`src/sv/multilevel_priority_queue_assert.svh`:
```
// ---------------------------------------------------------------------------
// multilevel_priority_queue_assert.svh
// Assertion macros used by the priority queue controller.
// ---------------------------------------------------------------------------
`ifndef MULTILEVEL_PRIORITY_QUEUE_ASSERT_SVH
`define MULTILEVEL_PRIORITY_QUEUE_ASSERT_SVH
`ifndef NO_ASSERTIONS
// same-cycle implication
`define MPQ_ASSERT_IMP(label, clk, rst, ante, cons) \
  label: assert property (@(posedge clk) disable iff (rst) (ante) |-> (cons)) \
    else $error("mpq assertion failed");
// next-cycle implication
`define MPQ_ASSERT_NXT(label, clk, rst, ante, cons) \
  label: assert property (@(posedge clk) disable iff (rst) (ante) |=> (cons)) \
    else $error("mpq assertion failed");
`else
`define MPQ_ASSERT_IMP(label, clk, rst, ante, cons)
`define MPQ_ASSERT_NXT(label, clk, rst, ante, cons)
`endif
`endif

```
`src/sv/mpq_pkg.sv`:
```
// ---------------------------------------------------------------------------
// mpq_pkg
// Shared codes, defaults and the controller/datapath interface types.
// ---------------------------------------------------------------------------
package mpq_pkg;

  localparam int NUM_NODES_DEF  = 64;
  localparam int NUM_LEVELS_DEF = 8;

  localparam int MODE_W = 3;
  localparam int NODE_W = 6;
  localparam int PRIO_W = 3;
  localparam int STAT_W = 2;

  // operation codes
  localparam logic [MODE_W-1:0] MODE_APPEND  = 3'd0;
  localparam logic [MODE_W-1:0] MODE_DEQUEUE = 3'd1;
  localparam logic [MODE_W-1:0] MODE_CHANGE  = 3'd2;
  localparam logic [MODE_W-1:0] MODE_REMOVE  = 3'd3;
  localparam logic [MODE_W-1:0] MODE_PUSH    = 3'd4;

  // result status codes
  localparam logic [STAT_W-1:0] ST_DONE    = 2'd0;
  localparam logic [STAT_W-1:0] ST_EMPTY   = 2'd1;
  localparam logic [STAT_W-1:0] ST_QUEUED  = 2'd2;
  localparam logic [STAT_W-1:0] ST_NOT_QUE = 2'd3;

  // commands from controller to datapath
  typedef struct packed {
    logic              load;
    logic              read;
    logic              unlink;
    logic              link;
    logic              push;
    logic              take_level;
    logic              finish;
    logic [STAT_W-1:0] code;
  } cmd_t;

  // status from datapath to controller
  typedef struct packed {
    logic [MODE_W-1:0] mode;
    logic              node_ok;
    logic              queued;
    logic              found;
  } stat_t;

endpackage

```
`src/sv/multilevel_priority_queue.sv`:
```
// ---------------------------------------------------------------------------
// multilevel_priority_queue
// Per-level doubly linked lists over a shared pool of node slots.
// ---------------------------------------------------------------------------
// After its accepting edge, a word runs through a sequence of steps until its
// result is loaded into the output register. It reads the node's links,
// unlinks the node when it is queued or dequeued, links it at its target
// level, and loads the result register. Rejected words and words with an
// unused mode skip unlinking and linking. Dequeue and remove only unlink; an
// append or push of an unqueued node only links. A move or push of a queued
// node both unlinks and links. After each result is loaded the block returns
// to idle, where it accepts the next word. That result may still wait in the
// output register. A stalled result delays only the load of the next result.
module multilevel_priority_queue #(
  parameter int NUM_NODES  = mpq_pkg::NUM_NODES_DEF,
  parameter int NUM_LEVELS = mpq_pkg::NUM_LEVELS_DEF
) (
  input  logic                       clk,
  input  logic                       rst,
  input  logic                       in_valid,
  output logic                       in_stall,
  input  logic [mpq_pkg::MODE_W-1:0] mode,
  input  logic [mpq_pkg::NODE_W-1:0] node_id,
  input  logic [mpq_pkg::PRIO_W-1:0] priority_req,
  output logic                       out_valid,
  input  logic                       out_stall,
  output logic [mpq_pkg::NODE_W-1:0] result_node,
  output logic [mpq_pkg::PRIO_W-1:0] result_priority,
  output logic [mpq_pkg::STAT_W-1:0] status,
  output logic                       queue_empty
);

  mpq_pkg::cmd_t  cmd;
  mpq_pkg::stat_t stat;

  // sequencer
  mpq_ctrl u_ctrl (
    .clk       (clk),
    .rst       (rst),
    .in_valid  (in_valid),
    .in_stall  (in_stall),
    .out_valid (out_valid),
    .out_stall (out_stall),
    .stat      (stat),
    .cmd       (cmd)
  );

  // lists and result word
  mpq_dp #(
    .NUM_NODES  (NUM_NODES),
    .NUM_LEVELS (NUM_LEVELS)
  ) u_dp (
    .clk             (clk),
    .rst             (rst),
    .mode            (mode),
    .node_id         (node_id),
    .priority_req    (priority_req),
    .cmd             (cmd),
    .stat            (stat),
    .result_node     (result_node),
    .result_priority (result_priority),
    .status          (status),
    .queue_empty     (queue_empty)
  );

endmodule

```
`src/sv/mpq_dp.sv`:
```
// ---------------------------------------------------------------------------
// mpq_dp
// Link memories, per-level head/tail/count registers and the result word.
// ---------------------------------------------------------------------------
module mpq_dp #(
  parameter int NUM_NODES  = mpq_pkg::NUM_NODES_DEF,
  parameter int NUM_LEVELS = mpq_pkg::NUM_LEVELS_DEF
) (
  input  logic                       clk,
  input  logic                       rst,
  input  logic [mpq_pkg::MODE_W-1:0] mode,
  input  logic [mpq_pkg::NODE_W-1:0] node_id,
  input  logic [mpq_pkg::PRIO_W-1:0] priority_req,
  input  mpq_pkg::cmd_t              cmd,
  output mpq_pkg::stat_t             stat,
  output logic [mpq_pkg::NODE_W-1:0] result_node,
  output logic [mpq_pkg::PRIO_W-1:0] result_priority,
  output logic [mpq_pkg::STAT_W-1:0] status,
  output logic                       queue_empty
);

  localparam int NW = (NUM_NODES > 1) ? $clog2(NUM_NODES) : 1;
  localparam int LW = (NUM_LEVELS > 1) ? $clog2(NUM_LEVELS) : 1;
  localparam int CW = $clog2(NUM_NODES + 1);

  // latched item
  logic [mpq_pkg::MODE_W-1:0] mode_q;
  logic [mpq_pkg::NODE_W-1:0] node_q;
  logic [LW-1:0]              lv_q;
  logic [NW-1:0]              cur;
  logic [mpq_pkg::NODE_W-1:0] res_node;
  logic [mpq_pkg::PRIO_W-1:0] res_lv;
  logic [mpq_pkg::STAT_W-1:0] res_code;

  // link memories
  logic [NW-1:0] next_mem  [NUM_NODES];
  logic [NW-1:0] prev_mem  [NUM_NODES];
  logic [LW-1:0] level_mem [NUM_NODES];
  logic [NW-1:0] next_rd;
  logic [NW-1:0] prev_rd;
  logic [LW-1:0] level_rd;

  // level registers and queued flags
  logic [NW-1:0]        level_head  [NUM_LEVELS];
  logic [NW-1:0]        level_tail  [NUM_LEVELS];
  logic [CW-1:0]        level_count [NUM_LEVELS];
  logic [NUM_NODES-1:0] node_queued;

  logic [LW-1:0]         lv_sat;
  logic [NW-1:0]         n_idx;
  logic                  node_ok;
  logic [NUM_LEVELS-1:0] nonempty;
  logic [LW-1:0]         top;
  logic [LW-1:0]         lvl_addr;
  logic [NW-1:0]         head_sel;
  logic [NW-1:0]         tail_sel;
  logic [CW-1:0]         count_sel;
  logic [NW-1:0]         rd_addr;
  logic                  first;
  logic                  last;
  logic                  lvl_empty;
  logic                  nx_we;
  logic [NW-1:0]         nx_wa;
  logic [NW-1:0]         nx_wd;
  logic                  pv_we;
  logic [NW-1:0]         pv_wa;
  logic [NW-1:0]         pv_wd;

  // saturate the requested level
  assign lv_sat  = (32'(priority_req) >= NUM_LEVELS) ? LW'(NUM_LEVELS - 1)
                                                     : LW'(priority_req);
  assign n_idx   = NW'(node_q);
  assign node_ok = 32'(node_q) < NUM_NODES;

  // find the highest non-empty level
  always_comb begin
    top = '0;
    for (int i = 0; i < NUM_LEVELS; i++) begin
      nonempty[i] = level_count[i] != '0;
      if (nonempty[i]) top = LW'(i);
    end
  end

  // one level address per cycle
  always_comb begin
    if (cmd.read) lvl_addr = top;
    else if (cmd.unlink) lvl_addr = level_rd;
    else lvl_addr = lv_q;
  end

  assign head_sel  = level_head[lvl_addr];
  assign tail_sel  = level_tail[lvl_addr];
  assign count_sel = level_count[lvl_addr];
  assign rd_addr   = (mode_q == mpq_pkg::MODE_DEQUEUE) ? head_sel : n_idx;
  assign first     = head_sel == cur;
  assign last      = tail_sel == cur;
  assign lvl_empty = count_sel == '0;

  assign stat.mode    = mode_q;
  assign stat.node_ok = node_ok;
  assign stat.queued  = node_ok && node_queued[n_idx];
  assign stat.found   = |nonempty;

  // link write ports
  always_comb begin
    nx_we = 1'b0;
    nx_wa = cur;
    nx_wd = cur;
    pv_we = 1'b0;
    pv_wa = cur;
    pv_wd = cur;
    if (cmd.unlink) begin
      nx_we = !first;
      nx_wa = prev_rd;
      nx_wd = next_rd;
      pv_we = !last;
      pv_wa = next_rd;
      pv_wd = prev_rd;
    end else if (cmd.link && !lvl_empty) begin
      nx_we = 1'b1;
      pv_we = 1'b1;
      if (cmd.push) begin
        pv_wa = head_sel;
        nx_wd = head_sel;
      end else begin
        nx_wa = tail_sel;
        pv_wd = tail_sel;
      end
    end
  end

  // memories: one write and one registered read each
  always_ff @(posedge clk) begin
    if (nx_we) next_mem[nx_wa] <= nx_wd;
    if (pv_we) prev_mem[pv_wa] <= pv_wd;
    if (cmd.link) level_mem[cur] <= lv_q;
    if (cmd.read) begin
      next_rd  <= next_mem[rd_addr];
      prev_rd  <= prev_mem[rd_addr];
      level_rd <= level_mem[rd_addr];
    end
  end

  // counts and queued flags
  always_ff @(posedge clk) begin
    if (rst) begin
      node_queued <= '0;
      for (int i = 0; i < NUM_LEVELS; i++) level_count[i] <= '0;
    end else if (cmd.unlink) begin
      node_queued[cur]      <= 1'b0;
      level_count[lvl_addr] <= count_sel - CW'(1);
    end else if (cmd.link) begin
      node_queued[cur]      <= 1'b1;
      level_count[lvl_addr] <= count_sel + CW'(1);
    end
  end

  // head and tail pointers
  always_ff @(posedge clk) begin
    if (cmd.unlink) begin
      if (first) level_head[lvl_addr] <= next_rd;
      if (last) level_tail[lvl_addr] <= prev_rd;
    end else if (cmd.link) begin
      if (cmd.push) begin
        level_head[lvl_addr] <= cur;
        if (lvl_empty) level_tail[lvl_addr] <= cur;
      end else begin
        level_tail[lvl_addr] <= cur;
        if (lvl_empty) level_head[lvl_addr] <= cur;
      end
    end
  end

  // item latch and result word
  always_ff @(posedge clk) begin
    if (cmd.load) begin
      mode_q   <= mode;
      node_q   <= node_id;
      lv_q     <= lv_sat;
      res_node <= node_id;
      res_lv   <= mpq_pkg::PRIO_W'(lv_sat);
    end
    if (cmd.read) begin
      cur      <= rd_addr;
      res_code <= cmd.code;
      if (mode_q == mpq_pkg::MODE_DEQUEUE) begin
        if (|nonempty) begin
          res_node <= mpq_pkg::NODE_W'(head_sel);
          res_lv   <= mpq_pkg::PRIO_W'(top);
        end else begin
          res_node <= '0;
          res_lv   <= '0;
        end
      end
    end
    if (cmd.unlink && cmd.take_level) res_lv <= mpq_pkg::PRIO_W'(level_rd);
    if (cmd.finish) begin
      result_node     <= res_node;
      result_priority <= res_lv;
      status          <= res_code;
      queue_empty     <= ~|nonempty;
    end
  end

endmodule

```
`src/sv/mpq_ctrl.sv`:
```
// ---------------------------------------------------------------------------
// mpq_ctrl
// Operation sequencer: latch, read links, unlink, relink, deliver the word.
// ---------------------------------------------------------------------------
`include "multilevel_priority_queue_assert.svh"

module mpq_ctrl (
  input  logic           clk,
  input  logic           rst,
  input  logic           in_valid,
  output logic           in_stall,
  output logic           out_valid,
  input  logic           out_stall,
  input  mpq_pkg::stat_t stat,
  output mpq_pkg::cmd_t  cmd
);

  localparam logic [2:0] S_IDLE   = 3'd0;
  localparam logic [2:0] S_READ   = 3'd1;
  localparam logic [2:0] S_UNLINK = 3'd2;
  localparam logic [2:0] S_LINK   = 3'd3;
  localparam logic [2:0] S_DONE   = 3'd4;

  logic [2:0] state;
  logic [2:0] state_next;
  logic       do_link;
  logic       do_link_next;

  assign in_stall = state != S_IDLE;

  // sequence one operation
  always_comb begin
    state_next   = state;
    do_link_next = do_link;
    cmd          = '0;
    cmd.code     = mpq_pkg::ST_DONE;
    unique case (state)
      S_IDLE: begin
        cmd.load = in_valid;
        if (in_valid) state_next = S_READ;
      end
      S_READ: begin
        cmd.read     = 1'b1;
        do_link_next = 1'b0;
        state_next   = S_DONE;
        unique case (stat.mode) inside
          mpq_pkg::MODE_DEQUEUE: begin
            if (stat.found) state_next = S_UNLINK;
            else cmd.code = mpq_pkg::ST_EMPTY;
          end
          mpq_pkg::MODE_APPEND: begin
            if (!stat.node_ok) cmd.code = mpq_pkg::ST_NOT_QUE;
            else if (stat.queued) cmd.code = mpq_pkg::ST_QUEUED;
            else state_next = S_LINK;
          end
          mpq_pkg::MODE_CHANGE, mpq_pkg::MODE_PUSH: begin
            if (!stat.node_ok) cmd.code = mpq_pkg::ST_NOT_QUE;
            else if (stat.queued) begin
              state_next   = S_UNLINK;
              do_link_next = 1'b1;
            end else state_next = S_LINK;
          end
          mpq_pkg::MODE_REMOVE: begin
            if (!stat.node_ok || !stat.queued) cmd.code = mpq_pkg::ST_NOT_QUE;
            else state_next = S_UNLINK;
          end
          default: ;
        endcase
      end
      S_UNLINK: begin
        cmd.unlink     = 1'b1;
        cmd.take_level = stat.mode == mpq_pkg::MODE_REMOVE;
        state_next     = do_link ? S_LINK : S_DONE;
      end
      S_LINK: begin
        cmd.link   = 1'b1;
        cmd.push   = stat.mode == mpq_pkg::MODE_PUSH;
        state_next = S_DONE;
      end
      S_DONE: begin
        if (!out_valid || !out_stall) begin
          cmd.finish = 1'b1;
          state_next = S_IDLE;
        end
      end
      default: state_next = S_IDLE;
    endcase
  end

  // hold state and output valid
  always_ff @(posedge clk) begin
    if (rst) begin
      state     <= S_IDLE;
      do_link   <= 1'b0;
      out_valid <= 1'b0;
    end else begin
      state   <= state_next;
      do_link <= do_link_next;
      if (cmd.finish) out_valid <= 1'b1;
      else if (!out_stall) out_valid <= 1'b0;
    end
  end

  `MPQ_ASSERT_NXT(a_finish_valid, clk, rst, cmd.finish, out_valid)
  `MPQ_ASSERT_NXT(a_accept_read, clk, rst, in_valid && !in_stall, state == S_READ)
  `MPQ_ASSERT_IMP(a_link_after, clk, rst, cmd.link, !cmd.unlink && !cmd.read)

endmodule
```
`config.mk`:
```
export PLATFORM = sky130hd
export DESIGN_NAME = multilevel_priority_queue
export DESIGN_NICKNAME = d
export VERILOG_FILES = /design/src/sv/mpq_pkg.sv /design/src/sv/multilevel_priority_queue.sv /design/src/sv/mpq_dp.sv /design/src/sv/mpq_ctrl.sv
export VERILOG_INCLUDE_DIRS = /design/src /design/src/sv
export SDC_FILE = /design/constraint.sdc
export NUM_CORES = 2
export LEC_CHECK = 0
export ABC_AREA = 1
export BUFFER_PORTS_ARGS = -buffer_cell sky130_fd_sc_hd__buf_4
export CAP_MARGIN = 30
export CORE_MARGIN = 4
export CORE_UTILIZATION = 53
export DETAILED_ROUTE_END_ITERATION = 12
export PLACE_DENSITY = 0.68
export SLEW_MARGIN = 10
export SYNTH_ARGS = -nofsm -noshare
export SYNTH_HDL_FRONTEND = slang
export SYNTH_HIERARCHICAL = 1
export SYNTH_SLANG_ARGS = --single-unit
```
`constraint.sdc`:
```
create_clock -name clk -period 6.4 [get_ports clk]
set_clock_uncertainty 0.1 [all_clocks]
set_input_delay 0.64 -clock clk [delete_from_list [all_inputs] [get_ports clk]]
set_output_delay 0.64 -clock clk [all_outputs]
set_load 0.02 [all_outputs]
```
## Word-level counts from Yosys, hierarchy flattened

Memory sizes are Yosys's and may differ from the RTL's. A register that Yosys moved wholly into a read port is not among the register bits.
Cells that the tools add are included.

- Word-level logic and storage cells: 177
- Register bits: 110
- Memories: 6
- Bits in writable memories: 1112
- Output and inout port bits: 14
- Input bits: 16

- Equality and inequality tests: 13
- Reduce and logical (&&, ||, !) cells: 27
- Mux-type cells: 103
- Magnitude comparators: 3
- Bitwise logic cells: 8
- Add/subtract/negate cells: 2

Memories:

| memory | depth | width | rd ports | clocked after memory_dff | write ports | RTL line | source |
|---|---|---|---|---|---|---|---|
| u_dp.next_mem | 64 | 6 | 1 | 1 | 1 | mpq_dp.sv:36 | `logic [NW-1:0] next_mem [NUM_NODES];` |
| u_dp.prev_mem | 64 | 6 | 1 | 1 | 1 | mpq_dp.sv:37 | `logic [NW-1:0] prev_mem [NUM_NODES];` |
| u_dp.level_mem | 64 | 3 | 1 | 1 | 1 | mpq_dp.sv:38 | `logic [LW-1:0] level_mem [NUM_NODES];` |
| u_dp.level_count | 8 | 7 | 9 | 0 | 8 | mpq_dp.sv:46 | `logic [CW-1:0] level_count [NUM_LEVELS];` |
| u_dp.level_head | 8 | 6 | 1 | 0 | 1 | mpq_dp.sv:44 | `logic [NW-1:0] level_head [NUM_LEVELS];` |
| u_dp.level_tail | 8 | 6 | 1 | 0 | 1 | mpq_dp.sv:45 | `logic [NW-1:0] level_tail [NUM_LEVELS];` |

Operator list:

| operator | number |
|---|---|
| 2-to-1 mux 64 bit | 2 |
| 2-to-1 mux 6 bit | 15 |
| AND 64 bit | 1 |
| inverter 64 bit | 1 |
| bitwise OR 64 bit | 1 |
| 2-to-1 mux 3 bit | 20 |
| 2-to-1 mux 1 bit | 56 |
| nonzero test 7 bit | 8 |
| case mux 3 bit (5 select lines) | 1 |
| < comparator 6 x 7 -> 1 bit, second input constant | 2 |
| 2-to-1 mux 7 bit | 2 |
| equality test 3 x 2 -> 1 bit, second input constant | 4 |
| equality test 6 bit | 2 |
| case mux 3 bit (4 select lines) | 1 |
| OR reduction 8 bit | 1 |
| adder 7 x 1 -> 7 bit, second input constant | 1 |
| logical NOT 7 bit | 1 |
| OR reduction 7 bit | 1 |
| subtractor 7 x 1 -> 7 bit, second input constant | 1 |
| binary-select mux 1 bit (select 6 bit) | 1 |
| demux 1 bit (select 6 bit) | 1 |
| equality test 3 x 1 -> 1 bit, second input constant | 2 |
| equality test 3 bit, second input constant | 2 |
| >= comparator 6 x 1 -> 1 bit, second input constant | 1 |
| 13 further kinds | 28 |

## Depth between registers and ports, before layout

An unclocked memory read counts as a cell.

- Word-level depth: 19
- Gate-level depth with buffers: 30
- Mapped depth without buffers: 29

## Cells and area by module

Netlist, hierarchy kept.

Modules (own cells, without submodules):

| module | area each (µm²) | cells an instance | instances |
|---|---|---|---|
| mpq_dp | 56058.8 | 5546 | 1 |
| mpq_ctrl | 431.7 | 76 | 1 |

## Least setup slack after synthesis

No wires, ideal clock.

- Path type: flip-flop to flip-flop
- Start point: reg u_ctrl.state[0]
- End point: mem u_dp/prev_mem[40][0] (netlist name) (enable)
- Slack: 1.354 ns
- Data required time: 5.950 ns
- Stages on the path, launching flop included: 23
- Library setup time: 0.350 ns
- Clock period less this slack: 5.046 ns
- Data arrival time: 4.596 ns
- Cells stage by stage: dfxtp_1 inv_2 nor3_4 inv_2 o211ai_2 a21boi_4 nor2_4 nand3_4 inv_2 nand2_1 nand2_1 clkinv_1 nand2_1 nor2_1 nand2_1 nor2_1 nand2_2 buf_6 nand3_1 nand3_1 nand2_1 nand3_2 nor2_1

RTL lines:

| element | RTL line | source |
|---|---|---|
| start, declared | mpq_ctrl.sv:24 | `logic [2:0] state;` |
| start signal, assigned | mpq_ctrl.sv:97 | `state <= state_next;` |
| end, declared | mpq_dp.sv:37 |  |

==> results.toml <==
[logic_synthesis]
mappedNetlistNets = 5644
yosysTopAreaCell = "sky130_fd_sc_hd__edfxtp_1"
largest_family_of_logic_cells_by_synthesized_area = "simple AND/OR/NAND/NOR gates"
distinct_cell_type_count_of_the_synthesized_netlist = 55
post_syn_area_um2 = 56500
async_set_or_reset_flop_fraction_in_the_synthesized_netlist = 0
synth_simple_gate_area_share = 0.239
synth.ff_latch_count = 1237
synth_compound_area_frac = 0.0273
postSynth.topFlopCell = "sky130_fd_sc_hd__edfxtp_1"
synth_enable_flop_cells = 1159
synthMuxAreaShare = 0.00124
synth_top_area_frac = 0.616
synth_fa_ha_area_frac = 0.00146
post_synth_main_area_contributors = "sky130_fd_sc_hd__edfxtp_1, sky130_fd_sc_hd__nand3_1, sky130_fd_sc_hd__nand2_1"
yosysWarningCount = 6
synthXorXnorAreaFrac = 0.00155
synthesis.instances = 5622
synth_sequential_area_ratio = 0.644
synthesis.area_per_instance_um2 = 10.0

[global_routing]
largest_net_degree_at_the_start_of_global_routing = 193
track_usage = 0.258
grt_remaining_overflow = 0
wire_length_of_the_first_global_routing_pass_um = 223000
grt_pass1_vias = 38200
grt_antenna_before_repair = 0

[floorplan]
placement_rows = 119
floorplan.initialDensity = 0.535
core-area_um2 = 106000
die_x_um = 334
fp.dieArea_um2 = 112000
io_pins = 30
die_height_um = 334

[cells_and_area]
num_antenna_cells = 0
final_util = 0.586
final_nets = 5582
post_route_cells_drive_above_1_share = 0.0778
layout_common_cells = "sky130_fd_sc_hd__edfxtp_1, sky130_fd_sc_hd__nand2_1, sky130_fd_sc_hd__nand3_1"
area_overhead_of_the_layout_relative_to_synthesis_pct = 9.44
mostFrequentLayoutCell = "sky130_fd_sc_hd__edfxtp_1"

[pwr]
power_switching_mw = 6.00
p_per_area_nw_per_um2 = 327
power.static_leakage_nw = 24.7
p_comb_frac = 0.192
power.share.sequential = 0.462
power_mw = 20.2
max_ir_drop_vdd_v = 0.000238
internal-power_mw = 14.2
power_switching_share = 0.297
p_clk_frac = 0.346

[flow_run]
max_cap_viol_count = 0

[critical_path]
critical_path.most_common_cell = "sky130_fd_sc_hd__nand2_1"
worst_ep_required_time_ps = 6630
critPathTopFamily = "simple AND/OR/NAND/NOR gates"
cp_slowest_stage_delay_ps = 560
timing.critical_path.buf_inv = 4
cp-end-kind = "register"
worst-r2r-cell-count = 25
crit_fanout = 38
timing.critical_path.slowest_stage_cell = "sky130_fd_sc_hd__nor2_1"
timing.critical_path.arrival_ps = 5520
path_depth = 25
critical_path_class = "reg -> reg"
cp-start-kind = "register"

[timing]
final_hold_viol_count = 0
max_slew_margin = 0.307
fin_worst_hold_slack_ps = 38.4
layout_worst_path_cycle_share = 0.826
maxSlewViolCount = 0
rsz0062_at_grt = "no"
finalSetupViolations = 0
timing_worst_slew_pin_value_ps = 1040
timing.final.crit_period_ps = 5290
setup_tns_ps = 0
layout_setup_ws_ps = 1110
fmaxAchievable_ghz = 0.189

[outcome]
status = "completed"

[detailed_routing]
vias = 40000
detail-route-antenna-nets = 0
wl_um = 147000
drc = 0
via_per_inst = 5.68
dr_iter_0_viols = 4801
wl_per_cell_um = 20.8
detailedRoute.firstPassIterationCount = 7

[placed_design]
place.gp.congestion = 0.942
place.detailed.hpwl_um = 87000
dpl_worst_slack_ps = 1020
placement.io_buffers = 29

[clocking]
clk_root_buffer_cell = "sky130_fd_sc_hd__clkbuf_16"
tritoncts = "built"
tritoncts_buffers = 121
max-clock-path-buffers = 3
ctsHtreeMaxLevel = 3
insertion_delay_to_the_later_sink_of_the_worst_skew_pair_ps = 700
tritoncts_num_sinks = 1237
worst_setup_hold_path_clk_slew_ps = 60

[min_path]
hold_class = "in -> reg"
whs_path_depth = 1
kinds of logic after synthesis:
kind of cell / Yosys count
DFF: 1237
xor gates and xnor gates: 10
adders and majority gates: 6
and+or+nand+nor: 2910
AOI/OAI and AO/OA: 263
other: 1
buffers and inverters: 1188
muxes: 7
stage by stage:
step	std cells	instance area, um^2
after floorplan	5622	56500
after global placement	6811	57800
after detailed placement	6818	57900
after CTS	7045	61800
after global routing	7050	61800
final	7050	61800
sequential cells by signal, indices dropped and copies added, names as in the netlist, 3 cells and up, named ones only:
register	flops
u_dp/result_priority	3
u_dp/lv_q	3
u_dp/prev_rd	6
u_dp/level_rd	3
u_dp/res_lv	3
u_dp/next_rd	6
u_dp/n_idx	6
u_dp/res_node	6
u_dp/cur	6
u_ctrl/state	3
u_dp/level_head	48
u_dp/mode_q	3
u_dp/result_node	6
u_dp/level_tail	48
u_dp/level_mem	192
u_dp/next_mem	384
u_dp/prev_mem	384
u_dp/level_count	56
worst register-to-register path, stage by stage (launching register included):
cell,delay (ps)
sky130_fd_sc_hd__dfxtp_1,350
sky130_fd_sc_hd__inv_1,110
sky130_fd_sc_hd__nor2_2,60
sky130_fd_sc_hd__nand2_2,90
sky130_fd_sc_hd__inv_2,50
sky130_fd_sc_hd__inv_2,500
sky130_fd_sc_hd__nand2_1,140
sky130_fd_sc_hd__o211ai_2,120
sky130_fd_sc_hd__nand2_2,150
sky130_fd_sc_hd__nor2_4,290
sky130_fd_sc_hd__nand3_4,170
sky130_fd_sc_hd__inv_2,310
sky130_fd_sc_hd__nand2_1,80
sky130_fd_sc_hd__o21ai_1,90
sky130_fd_sc_hd__nor2_1,50
sky130_fd_sc_hd__nand2_1,110
sky130_fd_sc_hd__nand2_1,70
sky130_fd_sc_hd__nor2_1,130
sky130_fd_sc_hd__nand2_2,270
sky130_fd_sc_hd__nand2_2,300
sky130_fd_sc_hd__nand2_1,130
sky130_fd_sc_hd__nand2_1,80
sky130_fd_sc_hd__nand2_1,70
sky130_fd_sc_hd__nand2_1,220
sky130_fd_sc_hd__nand3_2,320
sky130_fd_sc_hd__nor2_1,570
power by group through the flow:
stage | registers, mW | clock network (mW) | logic (mW)
CTS | 9.32 | 7.08 | 3.82
detailed placement | 9.49 | 0 | 3.80
global route | 9.33 | 7.44 | 4.18
floorplan | 9.47 | 0 | 2.46
finish | 9.33 | 6.99 | 3.88
global placement | 9.50 | 0 | 3.75
synth_stat cells, types with 8 or more instances:
master                     count
sky130_fd_sc_hd__nor2_2       10
sky130_fd_sc_hd__nand4_1      11
sky130_fd_sc_hd__buf_6        18
sky130_fd_sc_hd__dfxtp_1      78
sky130_fd_sc_hd__inv_2        17
sky130_fd_sc_hd__nor2_1      340
sky130_fd_sc_hd__clkinv_1      9
sky130_fd_sc_hd__nand3b_1    153
sky130_fd_sc_hd__nand2_4      11
sky130_fd_sc_hd__inv_1       856
sky130_fd_sc_hd__nand3_2      19
sky130_fd_sc_hd__o21ai_1      14
sky130_fd_sc_hd__or2_2         8
sky130_fd_sc_hd__buf_2       123
sky130_fd_sc_hd__edfxtp_1   1159
sky130_fd_sc_hd__o22ai_1      17
sky130_fd_sc_hd__a21oi_1      10
sky130_fd_sc_hd__a31oi_1      64
sky130_fd_sc_hd__nor3_1       69
sky130_fd_sc_hd__clkbuf_1    132
sky130_fd_sc_hd__nand2_2      30
sky130_fd_sc_hd__buf_1        15
sky130_fd_sc_hd__nand3_1    1094
sky130_fd_sc_hd__nand2_1    1144
sky130_fd_sc_hd__o21ai_0     135
sky130_fd_sc_hd__nor2_4        9
sky130_fd_sc_hd__buf_4        17
cell type report:
class,count,area [um^2]
Fill cell,8573,43700
Multi-Input combinational cell,3197,15400
Sequential cell,1237,36400
Inverter,883,3320
Clock inverter,76,729
Clock buffer,146,3150
Timing Repair Buffer,120,1080
Tap cell,1391,1740
path summary, 6_finish.rpt:
check	start	endpoint	slack, ps
worst min-delay path	node_id[4]	u_dp/n_idx[4]	40
worst max-delay path	u_ctrl/state[1]	u_dp/prev_mem[39][3]	1110
worst max register to register	u_ctrl/state[1]	u_dp/prev_mem[39][3]	1110
worst min register to register	u_dp/res_node[3]	u_dp/result_node[3]	350
what timing repair did:
item | CTS | global route
gates resized for setup | 0 | 0
setup buffers | 0 | 0
hold endpoints to repair | 5 | 0
hold buffers | 5 | 0
metal layers:
layer  track usage  wire length [um]  part of all wire  up-vias
met5             0                 0                 0        -
met4        0.0926              5270             0.036        0
met3        0.0413             13000             0.088      331
met2         0.428             69400              0.47     1929
met1         0.346             59100              0.40    19100
li1              -                 -                 -    18700
(Power assumes the default switching activity.)
